==> config.mk <==
export PLATFORM = sky130hd
export DESIGN_NAME = temporal_argmax_color_coder_unit
export DESIGN_NICKNAME = d
export VERILOG_FILES = /design/src/rtl/core/tacc_pkg.sv /design/src/rtl/core/tacc_lane.sv /design/src/rtl/core/tacc_merge.sv /design/src/rtl/core/tacc_blend.sv /design/src/rtl/core/tacc_regs.sv /design/src/rtl/core/temporal_argmax_color_coder_unit.sv
export SDC_FILE = /design/constraint.sdc
export NUM_CORES = 2
export LEC_CHECK = 0
export BUFFER_PORTS_ARGS = -buffer_cell sky130_fd_sc_hd__buf_2
export CELL_PAD_IN_SITES_DETAIL_PLACEMENT = 2
export CELL_PAD_IN_SITES_GLOBAL_PLACEMENT = 2
export CORE_UTILIZATION = 43
export CTS_BUF_LIST = sky130_fd_sc_hd__clkbuf_4
export CTS_CLUSTER_DIAMETER = 50
export DETAILED_ROUTE_END_ITERATION = 6
export GPL_TIMING_DRIVEN = 0
export PLACE_DENSITY = 0.92
export RECOVER_POWER = 50
export SETUP_SLACK_MARGIN = 0.05
export SLEW_MARGIN = 20
export SYNTH_ARGS = -nofsm -noshare
export SYNTH_HDL_FRONTEND = slang
export SYNTH_SLANG_ARGS = --single-unit
export TNS_END_PERCENT = 100
==> constraint.sdc <==
create_clock -name aclk -period 10.5 [get_ports aclk]
set_clock_uncertainty 0.15 [all_clocks]
set_input_delay 1.575 -clock aclk [delete_from_list [all_inputs] [get_ports aclk]]
set_output_delay 1.575 -clock aclk [all_outputs]
set_load 0.1 [all_outputs]
==> src/rtl/core/tacc_pkg.sv <==
`default_nettype none
// ----------------------------------------------------------------------------
// tacc_pkg
// Shared types, constants and helper functions of the temporal argmax color
// coder: frame limits, register map, configuration and stage-enable structs.
// ----------------------------------------------------------------------------
package tacc_pkg;

    localparam int MAX_FRAMES   = 8;
    localparam int NUM_SAMPLES  = 8;
    localparam int FRAME_CAP    = (MAX_FRAMES > NUM_SAMPLES) ? NUM_SAMPLES : MAX_FRAMES;
    localparam int FRAME_LIMIT  = (FRAME_CAP < 2) ? 2 : FRAME_CAP;
    localparam int FRAME_W      = $clog2(NUM_SAMPLES);
    localparam int COUNT_W      = 4;
    localparam int PIX_W        = 8;
    localparam int NUM_CHANNELS = 3;
    localparam int NUM_W        = PIX_W + FRAME_W;
    localparam int RECIP_SHIFT  = 14;
    localparam int RECIP_W      = RECIP_SHIFT + 1;
    localparam int PROD_W       = NUM_W + RECIP_W;

    localparam int ADDR_W = 5;
    localparam int IDX_W  = 3;
    localparam int DATA_W = 32;

    localparam int STG_LANE   = 0;
    localparam int STG_LEVEL1 = 1;
    localparam int STG_LEVEL2 = 2;
    localparam int STG_LEVEL3 = 3;
    localparam int STG_NUM    = 4;
    localparam int STG_QUOT   = 5;
    localparam int STG_OUT    = 6;
    localparam int NUM_STAGES = 7;

    localparam int CH_RED   = 0;
    localparam int CH_GREEN = 1;
    localparam int CH_BLUE  = 2;

    typedef logic [PIX_W-1:0] pixel_t;

    typedef enum logic [IDX_W-1:0] {
        REG_FRAMES_IN_USE = 3'd0,
        REG_START_RED     = 3'd1,
        REG_START_GREEN   = 3'd2,
        REG_START_BLUE    = 3'd3,
        REG_END_RED       = 3'd4,
        REG_END_GREEN     = 3'd5,
        REG_END_BLUE      = 3'd6
    } reg_idx_t;

    localparam logic [COUNT_W-1:0] RST_FRAMES_IN_USE = 4'd8;
    localparam pixel_t RST_START_RED   = 8'd13;
    localparam pixel_t RST_START_GREEN = 8'd8;
    localparam pixel_t RST_START_BLUE  = 8'd135;
    localparam pixel_t RST_END_RED     = 8'd254;
    localparam pixel_t RST_END_GREEN   = 8'd243;
    localparam pixel_t RST_END_BLUE    = 8'd220;

    typedef struct packed {
        logic [COUNT_W-1:0]            frames_in_use;
        pixel_t [NUM_CHANNELS-1:0]     start_col;
        pixel_t [NUM_CHANNELS-1:0]     end_col;
    } cfg_t;

    typedef struct packed {
        logic level1;
        logic level2;
        logic level3;
    } merge_en_t;

    typedef struct packed {
        logic num;
        logic quot;
        logic scale;
    } blend_en_t;

    function automatic logic [COUNT_W-1:0] frame_count(input logic [COUNT_W-1:0] fiu);
        logic [COUNT_W-1:0] n;
        if (fiu < COUNT_W'(2)) begin
            n = COUNT_W'(2);
        end else if (fiu > COUNT_W'(FRAME_LIMIT)) begin
            n = COUNT_W'(FRAME_LIMIT);
        end else begin
            n = fiu;
        end
        return n;
    endfunction

    // ceil(2^14 / d): exact quotient for numerators below 2048 and d up to 7
    function automatic logic [RECIP_W-1:0] recip(input logic [FRAME_W-1:0] d);
        logic [RECIP_W-1:0] r;
        case (d)
            3'd1:    r = 15'd16384;
            3'd2:    r = 15'd8192;
            3'd3:    r = 15'd5462;
            3'd4:    r = 15'd4096;
            3'd5:    r = 15'd3277;
            3'd6:    r = 15'd2731;
            3'd7:    r = 15'd2341;
            default: r = '0;
        endcase
        return r;
    endfunction

endpackage
`default_nettype wire

==> src/rtl/core/tacc_lane.sv <==
`default_nettype none
// ----------------------------------------------------------------------------
// tacc_lane
// One frame lane: registers its sample, forced to zero when the frame lies
// beyond the frames in use.
// ----------------------------------------------------------------------------
module tacc_lane
    import tacc_pkg::*;
(
    input  wire logic               aclk,
    input  wire logic               en,
    input  wire logic [FRAME_W-1:0] lane_idx,
    input  wire logic [COUNT_W-1:0] frames,
    input  wire pixel_t             sample,
    output pixel_t                  lane_val_reg
);

    pixel_t lane_val_next;

    assign lane_val_next = (COUNT_W'(lane_idx) < frames) ? sample : '0;

    always_ff @(posedge aclk) begin
        if (en) begin
            lane_val_reg <= lane_val_next;
        end
    end

endmodule
`default_nettype wire

==> src/rtl/core/tacc_merge.sv <==
`default_nettype none
// ----------------------------------------------------------------------------
// tacc_merge
// Registered three-level compare tree over the lanes; keeps the largest
// sample and, on ties, the lower frame index.
// ----------------------------------------------------------------------------
module tacc_merge
    import tacc_pkg::*;
(
    input  wire logic                      aclk,
    input  wire merge_en_t                 en,
    input  wire pixel_t [NUM_SAMPLES-1:0]  lane_val,
    output pixel_t                         peak_reg,
    output logic [FRAME_W-1:0]             where_reg
);

    localparam int N1 = NUM_SAMPLES / 2;
    localparam int N2 = NUM_SAMPLES / 4;

    pixel_t [N1-1:0]             l1_val_reg, l1_val_next;
    logic   [N1-1:0][FRAME_W-1:0] l1_idx_reg, l1_idx_next;
    pixel_t [N2-1:0]             l2_val_reg, l2_val_next;
    logic   [N2-1:0][FRAME_W-1:0] l2_idx_reg, l2_idx_next;
    pixel_t                      peak_next;
    logic   [FRAME_W-1:0]        where_next;

    always_comb begin
        for (int j = 0; j < N1; j++) begin
            if (lane_val[2*j] >= lane_val[2*j+1]) begin
                l1_val_next[j] = lane_val[2*j];
                l1_idx_next[j] = FRAME_W'(2*j);
            end else begin
                l1_val_next[j] = lane_val[2*j+1];
                l1_idx_next[j] = FRAME_W'(2*j+1);
            end
        end
        for (int j = 0; j < N2; j++) begin
            if (l1_val_reg[2*j] >= l1_val_reg[2*j+1]) begin
                l2_val_next[j] = l1_val_reg[2*j];
                l2_idx_next[j] = l1_idx_reg[2*j];
            end else begin
                l2_val_next[j] = l1_val_reg[2*j+1];
                l2_idx_next[j] = l1_idx_reg[2*j+1];
            end
        end
        if (l2_val_reg[0] >= l2_val_reg[1]) begin
            peak_next  = l2_val_reg[0];
            where_next = l2_idx_reg[0];
        end else begin
            peak_next  = l2_val_reg[1];
            where_next = l2_idx_reg[1];
        end
    end

    always_ff @(posedge aclk) begin
        if (en.level1) begin
            l1_val_reg <= l1_val_next;
            l1_idx_reg <= l1_idx_next;
        end
        if (en.level2) begin
            l2_val_reg <= l2_val_next;
            l2_idx_reg <= l2_idx_next;
        end
        if (en.level3) begin
            peak_reg  <= peak_next;
            where_reg <= where_next;
        end
    end

endmodule
`default_nettype wire

==> src/rtl/core/tacc_blend.sv <==
`default_nettype none
// ----------------------------------------------------------------------------
// tacc_blend
// One color channel: interpolates between start and end color at the peak
// frame, divides by the frame span through a reciprocal, scales by the peak.
// ----------------------------------------------------------------------------
module tacc_blend
    import tacc_pkg::*;
(
    input  wire logic               aclk,
    input  wire blend_en_t          en,
    input  wire logic [FRAME_W-1:0] span,
    input  wire logic [FRAME_W-1:0] frame,
    input  wire pixel_t             start_val,
    input  wire pixel_t             end_val,
    input  wire pixel_t             peak,
    output pixel_t                  chan_reg
);

    logic [NUM_W-1:0]   num_reg, num_next;
    logic [FRAME_W-1:0] start_weight;
    logic [PROD_W-1:0]  quot_prod;
    pixel_t             color_reg, color_next;
    logic [2*PIX_W-1:0] scale_prod;

    assign start_weight = span - frame;
    assign num_next     = NUM_W'(start_val) * NUM_W'(start_weight)
                        + NUM_W'(end_val) * NUM_W'(frame)
                        + NUM_W'(span >> 1);

    assign quot_prod  = PROD_W'(num_reg) * PROD_W'(recip(span));
    assign color_next = quot_prod[RECIP_SHIFT +: PIX_W];

    assign scale_prod = (2*PIX_W)'(peak) * (2*PIX_W)'(color_reg);

    always_ff @(posedge aclk) begin
        if (en.num) begin
            num_reg <= num_next;
        end
        if (en.quot) begin
            color_reg <= color_next;
        end
        if (en.scale) begin
            chan_reg <= scale_prod[PIX_W +: PIX_W];
        end
    end

endmodule
`default_nettype wire

==> src/rtl/core/tacc_regs.sv <==
`default_nettype none
// ----------------------------------------------------------------------------
// tacc_regs
// APB register file: frame count and start/end colors.
// ----------------------------------------------------------------------------
module tacc_regs
    import tacc_pkg::*;
(
    input  wire logic              aclk,
    input  wire logic              aresetn,
    input  wire logic              psel,
    input  wire logic              penable,
    input  wire logic              pwrite,
    input  wire logic [ADDR_W-1:0] paddr,
    input  wire logic [DATA_W-1:0] pwdata,
    output logic [DATA_W-1:0]      prdata,
    output logic                   pready,
    output cfg_t                   cfg
);

    cfg_t     cfg_reg;
    reg_idx_t idx;
    logic     wr_en;

    assign idx    = reg_idx_t'(paddr[ADDR_W-1:2]);
    assign wr_en  = psel & penable & pwrite;
    assign pready = 1'b1;
    assign cfg    = cfg_reg;

    always_ff @(posedge aclk) begin
        if (!aresetn) begin
            cfg_reg.frames_in_use       <= RST_FRAMES_IN_USE;
            cfg_reg.start_col[CH_RED]   <= RST_START_RED;
            cfg_reg.start_col[CH_GREEN] <= RST_START_GREEN;
            cfg_reg.start_col[CH_BLUE]  <= RST_START_BLUE;
            cfg_reg.end_col[CH_RED]     <= RST_END_RED;
            cfg_reg.end_col[CH_GREEN]   <= RST_END_GREEN;
            cfg_reg.end_col[CH_BLUE]    <= RST_END_BLUE;
        end else if (wr_en) begin
            unique case (idx)
                REG_FRAMES_IN_USE: cfg_reg.frames_in_use       <= pwdata[COUNT_W-1:0];
                REG_START_RED:     cfg_reg.start_col[CH_RED]   <= pwdata[PIX_W-1:0];
                REG_START_GREEN:   cfg_reg.start_col[CH_GREEN] <= pwdata[PIX_W-1:0];
                REG_START_BLUE:    cfg_reg.start_col[CH_BLUE]  <= pwdata[PIX_W-1:0];
                REG_END_RED:       cfg_reg.end_col[CH_RED]     <= pwdata[PIX_W-1:0];
                REG_END_GREEN:     cfg_reg.end_col[CH_GREEN]   <= pwdata[PIX_W-1:0];
                REG_END_BLUE:      cfg_reg.end_col[CH_BLUE]    <= pwdata[PIX_W-1:0];
                default: ;
            endcase
        end
    end

    always_comb begin
        unique case (idx)
            REG_FRAMES_IN_USE: prdata = DATA_W'(cfg_reg.frames_in_use);
            REG_START_RED:     prdata = DATA_W'(cfg_reg.start_col[CH_RED]);
            REG_START_GREEN:   prdata = DATA_W'(cfg_reg.start_col[CH_GREEN]);
            REG_START_BLUE:    prdata = DATA_W'(cfg_reg.start_col[CH_BLUE]);
            REG_END_RED:       prdata = DATA_W'(cfg_reg.end_col[CH_RED]);
            REG_END_GREEN:     prdata = DATA_W'(cfg_reg.end_col[CH_GREEN]);
            REG_END_BLUE:      prdata = DATA_W'(cfg_reg.end_col[CH_BLUE]);
            default:           prdata = '0;
        endcase
    end

endmodule
`default_nettype wire

==> src/rtl/core/temporal_argmax_color_coder_unit.sv <==
`default_nettype none
// ----------------------------------------------------------------------------
// temporal_argmax_color_coder_unit
// Temporal maximum projection with color coding: finds the peak sample of a
// pixel over the frames in use and its earliest frame, and colors the peak.
// ----------------------------------------------------------------------------
//  channel   ports        direction  transfer when
//  samples   s_*          in         s_valid & s_ready
//  color     m_*          out        m_valid & m_ready
//  config    p* (APB)     in/out     psel & penable & pwrite (pready tied high)
//
//  One pixel per cycle sustained while m_ready is high.
//  The seven stages are the lane register, the three compare levels of the
//  merge tree and the three blend stages (numerator, reciprocal, scale).
//  Each stage holds its item only while the next one is full and stalled, so
//  input transfers continue into bubbles while a result waits on m_ready.
//  Reset is synchronous, active low; it empties the pipeline and loads the
//  register defaults.
// ----------------------------------------------------------------------------
module temporal_argmax_color_coder_unit
    import tacc_pkg::*;
(
    input  wire logic              aclk,
    input  wire logic              aresetn,

    input  wire logic              s_valid,
    output logic                   s_ready,
    input  wire logic [7:0]        s_sample_0,
    input  wire logic [7:0]        s_sample_1,
    input  wire logic [7:0]        s_sample_2,
    input  wire logic [7:0]        s_sample_3,
    input  wire logic [7:0]        s_sample_4,
    input  wire logic [7:0]        s_sample_5,
    input  wire logic [7:0]        s_sample_6,
    input  wire logic [7:0]        s_sample_7,

    output logic                   m_valid,
    input  wire logic              m_ready,
    output logic [7:0]             m_red_out,
    output logic [7:0]             m_green_out,
    output logic [7:0]             m_blue_out,
    output logic [7:0]             m_peak_value,
    output logic [2:0]             m_peak_frame,

    input  wire logic              psel,
    input  wire logic              penable,
    input  wire logic              pwrite,
    input  wire logic [ADDR_W-1:0] paddr,
    input  wire logic [DATA_W-1:0] pwdata,
    output logic [DATA_W-1:0]      prdata,
    output logic                   pready
);

    cfg_t                          cfg;
    logic [COUNT_W-1:0]            frames;
    logic [FRAME_W-1:0]            span;
    logic [NUM_STAGES-1:0]         vld_reg, vld_next;
    logic [NUM_STAGES-1:0]         adv;
    pixel_t [NUM_SAMPLES-1:0]      sample_vec;
    pixel_t [NUM_SAMPLES-1:0]      lane_val;
    merge_en_t                     merge_en;
    blend_en_t                     blend_en;
    pixel_t                        peak_l3;
    logic [FRAME_W-1:0]            where_l3;
    pixel_t                        peak_num_reg, peak_quot_reg, peak_out_reg;
    logic [FRAME_W-1:0]            where_num_reg, where_quot_reg, where_out_reg;
    pixel_t [NUM_CHANNELS-1:0]     chan_out;

    tacc_regs u_regs (
        .aclk    (aclk),
        .aresetn (aresetn),
        .psel    (psel),
        .penable (penable),
        .pwrite  (pwrite),
        .paddr   (paddr),
        .pwdata  (pwdata),
        .prdata  (prdata),
        .pready  (pready),
        .cfg     (cfg)
    );

    assign frames = frame_count(cfg.frames_in_use);
    assign span   = FRAME_W'(frames - COUNT_W'(1));

    always_comb begin
        adv[STG_OUT] = ~vld_reg[STG_OUT] | m_ready;
        for (int k = NUM_STAGES - 2; k >= 0; k--) begin
            adv[k] = ~vld_reg[k] | adv[k+1];
        end
        vld_next[STG_LANE] = adv[STG_LANE] ? s_valid : vld_reg[STG_LANE];
        for (int k = 1; k < NUM_STAGES; k++) begin
            vld_next[k] = adv[k] ? vld_reg[k-1] : vld_reg[k];
        end
    end

    always_ff @(posedge aclk) begin
        if (!aresetn) begin
            vld_reg <= '0;
        end else begin
            vld_reg <= vld_next;
        end
    end

    assign s_ready = adv[STG_LANE];
    assign m_valid = vld_reg[STG_OUT];

    assign sample_vec[0] = s_sample_0;
    assign sample_vec[1] = s_sample_1;
    assign sample_vec[2] = s_sample_2;
    assign sample_vec[3] = s_sample_3;
    assign sample_vec[4] = s_sample_4;
    assign sample_vec[5] = s_sample_5;
    assign sample_vec[6] = s_sample_6;
    assign sample_vec[7] = s_sample_7;

    for (genvar g = 0; g < NUM_SAMPLES; g++) begin : g_lane
        tacc_lane u_lane (
            .aclk         (aclk),
            .en           (adv[STG_LANE]),
            .lane_idx     (FRAME_W'(g)),
            .frames       (frames),
            .sample       (sample_vec[g]),
            .lane_val_reg (lane_val[g])
        );
    end

    assign merge_en.level1 = adv[STG_LEVEL1];
    assign merge_en.level2 = adv[STG_LEVEL2];
    assign merge_en.level3 = adv[STG_LEVEL3];

    tacc_merge u_merge (
        .aclk      (aclk),
        .en        (merge_en),
        .lane_val  (lane_val),
        .peak_reg  (peak_l3),
        .where_reg (where_l3)
    );

    assign blend_en.num   = adv[STG_NUM];
    assign blend_en.quot  = adv[STG_QUOT];
    assign blend_en.scale = adv[STG_OUT];

    for (genvar c = 0; c < NUM_CHANNELS; c++) begin : g_chan
        tacc_blend u_blend (
            .aclk      (aclk),
            .en        (blend_en),
            .span      (span),
            .frame     (where_l3),
            .start_val (cfg.start_col[c]),
            .end_val   (cfg.end_col[c]),
            .peak      (peak_quot_reg),
            .chan_reg  (chan_out[c])
        );
    end

    always_ff @(posedge aclk) begin
        if (adv[STG_NUM]) begin
            peak_num_reg  <= peak_l3;
            where_num_reg <= where_l3;
        end
        if (adv[STG_QUOT]) begin
            peak_quot_reg  <= peak_num_reg;
            where_quot_reg <= where_num_reg;
        end
        if (adv[STG_OUT]) begin
            peak_out_reg  <= peak_quot_reg;
            where_out_reg <= where_quot_reg;
        end
    end

    assign m_red_out    = chan_out[CH_RED];
    assign m_green_out  = chan_out[CH_GREEN];
    assign m_blue_out   = chan_out[CH_BLUE];
    assign m_peak_value = peak_out_reg;
    assign m_peak_frame = where_out_reg;

    a_frame_in_range: assert property (@(posedge aclk) disable iff (!aresetn)
        m_valid |-> (COUNT_W'(m_peak_frame) < frames))
        else $error("peak frame beyond frames in use");

    a_color_below_peak: assert property (@(posedge aclk) disable iff (!aresetn)
        m_valid |-> (m_red_out <= m_peak_value && m_green_out <= m_peak_value
                     && m_blue_out <= m_peak_value))
        else $error("color channel exceeds peak value");

    a_ready_when_empty: assert property (@(posedge aclk) disable iff (!aresetn)
        !m_valid |-> s_ready)
        else $error("input stalled with output stage empty");

    a_occupancy_grows: assert property (@(posedge aclk) disable iff (!aresetn)
        ($past(aresetn) && $past(s_valid && s_ready) && !$past(m_valid && m_ready))
        |-> ($countones(vld_reg) == $past($countones(vld_reg)) + 1))
        else $error("transfer lost or duplicated in pipeline");

endmodule
`default_nettype wire
==> run metrics <==
outcome=finished, violations left; failing checks=max-capacitance violations, max-slew violations, negative setup slack; Reg clk slew, reported paths=roughly 80 ps; GR Overflow Total=0; synth top area cells=fa_1 30%, edfxtp_1 21%, ha_1 12%; Layout area overhead=9.31%; FF-to-FF path depth=25; flops & latches, synth=approximately 300; Slew Viols, Final=around 150; hold path depth=0; buffer depth of the longest clock path=3; Storage cell area=8540 um2; routability cong.=0.901; H-tree Lvls=3; Final Cycle Share=100%; largest family of logic cells by synthesized area=adder cells; first-pass GRT wire length=267 mm; post-synthesis simple-gate area fraction=roughly 15%; Req. time, crit path=roughly 11,000 ps; reg2reg setup slack=-20 ps; Post-CTS Setup Repair Bufs=0; dpl cell area=38,000 um2; RSZ-0062 raised after global routing=no; Synth Area in XOR/XNOR=between 2 and 2.5%; Yosys top cell by area=fa_1; post-synthesis cell area=around 36,000 um2; top-area cell type share of the netlist area=between 20% and 30%; crit-path max FO=10; setup ws final=-24.5 ps; crit path DAT=roughly 11,000 ps; initial antenna violation count=24; clock root cell=clkbuf_4; PostCTS Resize Cnt=6; via count=between 30,000 and 40,000; reg2reg start=u_regs.cfg[49]$_SDFFE_PN0P_; Top FF cell, synth=edfxtp_1; final wirelength=approximately 190 mm; final setup violation count=1; DIE AREA=84,600 um2; ANT nets after route=0; CP Class=register to register; Site Rows=between 100 and 150; Worst setup EP type=register; Final nets=roughly 4,800; worst hold endpoint=peak_num_reg[3]$_DFFE_PP_; Min Hold Slack=about 300 ps; Num CTS Buffers=slightly above 90; post-route minimum period=roughly 11,000 ps; Starting Density=around 44%; Hold WC Path Type=register to register; number of filler cells placed in the layout=8,633; top-count cell post-synth=inv_1; CTS tree=yes; Synth Instances=3,574; number of flops mapped to enable cells by yosys=245; final instance area=slightly below 40,000 um2; vias in the first global route=between 30,000 and 40,000; DPL Wire Length=117 mm; DRC=0; Warnings, synthesis=0; Hold-fix buffers, CTS=0; Reg2Reg Capture Point=g_chan[2].u_blend.color_reg[5]$_DFFE_PP_; final core utilization=a little under half; Die Height=roughly 290 um; f_max=95.0 MHz; Largest register FFs=64; ys async rst share=0%; largest net degree at the start of global routing=61; origin of the worst min-delay path=u_merge.peak_reg[3]$_DFFE_PP_; post-synthesis sequential area ratio=23.8%; vias per cell=between 6 and 7; Worst-Skew Late Latency=1040 ps; fraction of layout cells with a size suffix above 1=under 10%; average cell area after synthesis=approximately 10 um2; final hold viol count=0; wire per inst=roughly 38 um; post-synth cell types=74; Total GRT Usage=45.0%; max cap viols=9; Post-synth top cells=753 x inv_1, 529 x fa_1, 462 x nand2_1; mux contribution to synthesized area=3.18%; drt initial violations=between 3,000 and 4,000; IO Count=approximately 180; Slew @ Worst Pin=between 2000 and 2500 ps; PortBufs=around 120; core area=slightly above 80,000 um2; multi-input logic area=roughly 24,000 um2; clk sinks=just over 300; Slew HR=-47.8%; post-synthesis adder-cell area fraction=41.5%; Die X=~290 um; Compound-Gate Fraction of Synth Area=under 10%; nature of the critical path startpoint=register; first-pass iteration count of the detailed router=6
==> stage by stage <==
| step | setup slack (ps) | std cells | setup TNS (ps) |
|---|---|---|---|
| after global placement | 589 | 4784 | 0 |
| after CTS | 186 | 4954 | 0 |
| after global routing | 82.4 | 4961 | 0 |
| after detailed placement | -104 | 4788 | -194 |
| after floorplan | 2960 | 3597 | 0 |
| final | -24.5 | 4974 | -24.5 |
==> worst max path at each step <==
stage          cells past startpoint                                  endpoint  slack [ps]                         from
2_1_floorplan                     28  g_chan[1].u_blend.color_reg[7]$_DFFE_PP_        2960  u_regs.cfg[50]$_SDFFE_PN0P_
3_3_place_gp                      29  g_chan[2].u_blend.color_reg[7]$_DFFE_PP_         590  u_regs.cfg[49]$_SDFFE_PN0P_
3_5_place_dp                      29  g_chan[2].u_blend.color_reg[7]$_DFFE_PP_        -100  u_regs.cfg[49]$_SDFFE_PN0P_
4_1_cts                           28  g_chan[0].u_blend.color_reg[7]$_DFFE_PP_         190  u_regs.cfg[49]$_SDFFE_PN0P_
5_1_grt                           25  g_chan[2].u_blend.color_reg[5]$_DFFE_PP_          80  u_regs.cfg[49]$_SDFFE_PN0P_
6_report                          25  g_chan[2].u_blend.color_reg[5]$_DFFE_PP_         -20  u_regs.cfg[49]$_SDFFE_PN0P_
==> worst max-delay path, stage by stage (launching register included) <==
cell      delay, ps
dfxtp_2         570
buf_2           430
inv_1           110
a21oi_1         360
inv_1           170
ha_1            310
ha_1            600
buf_6           220
clkbuf_2        290
and2_4          390
buf_2           520
nand2_1         320
fa_1            550
fa_2            670
inv_1           230
fa_1            570
fa_1            470
fa_1            620
ha_1            440
and3_1          450
nor3b_1         230
o21ai_1         390
nand2_1         300
a21oi_1         170
o21ai_0         280
nor3b_1         410
==> logic make-up (layout without fill, tap and decap cells) <==
family | after synthesis | after routing
other | 2 | 46
adder cells (fa/ha/maj) | 872 | 872
multiplexers | 103 | 103
buffers and inverters | 908 | 1194
AO/OA/AOI/OAI | 251 | 251
flip-flops | 304 | 304
AND/OR/NAND/NOR | 1045 | 1045
XOR/XNOR | 89 | 89
==> cell type report <==
type | count | share of cell area [%]
inverters | 753 | 7.21
clock buffers | 131 | 2.51
well taps | 1070 | 3.42
clock inverters | 36 | 0.568
multi-input cells | 2385 | 61.0
diodes | 21 | 0.134
plain buffers | 153 | 1.80
repair buffers | 121 | 1.58
flip-flops and latches | 304 | 21.8
==> cells in the final DEF, fill, tap and decap left out, types with 12 or more instances in the layout <==
cell and n:
and3_1 31, clkbuf_1 114, nand3_1 29, and2_1 282, buf_2 120, clkbuf_2 12
conb_1 25, fa_1 527, nor2b_1 87, diode_2 21, nor3_1 15, mux2_2 44
ha_1 343, a21oi_1 76, mux2i_1 35, clkinv_1 25, a21o_1 30, nor2_1 47
nand2_1 462, nand2b_1 43, mux2_1 22, o21ai_0 35, xor2_1 23, buf_4 25
o21a_1 19, clkbuf_4 131, dfxtp_1 57, xnor2_1 65, inv_1 752, edfxtp_1 245
==> layer usage <==
layer / track usage (%) / wire length (um) / vias up
met3: 20.6 / 20400 / 1371
met2: 72.6 / 87400 / 2604
li1: - / - / 11600
met1: 42.2 / 57100 / 15500
met4: 42.8 / 21500 / 14
met5: 0.567 / 162 / -
Power is not shown: default switching activity piles up to over one toggle a cycle in this logic, so the estimate is an artifact.
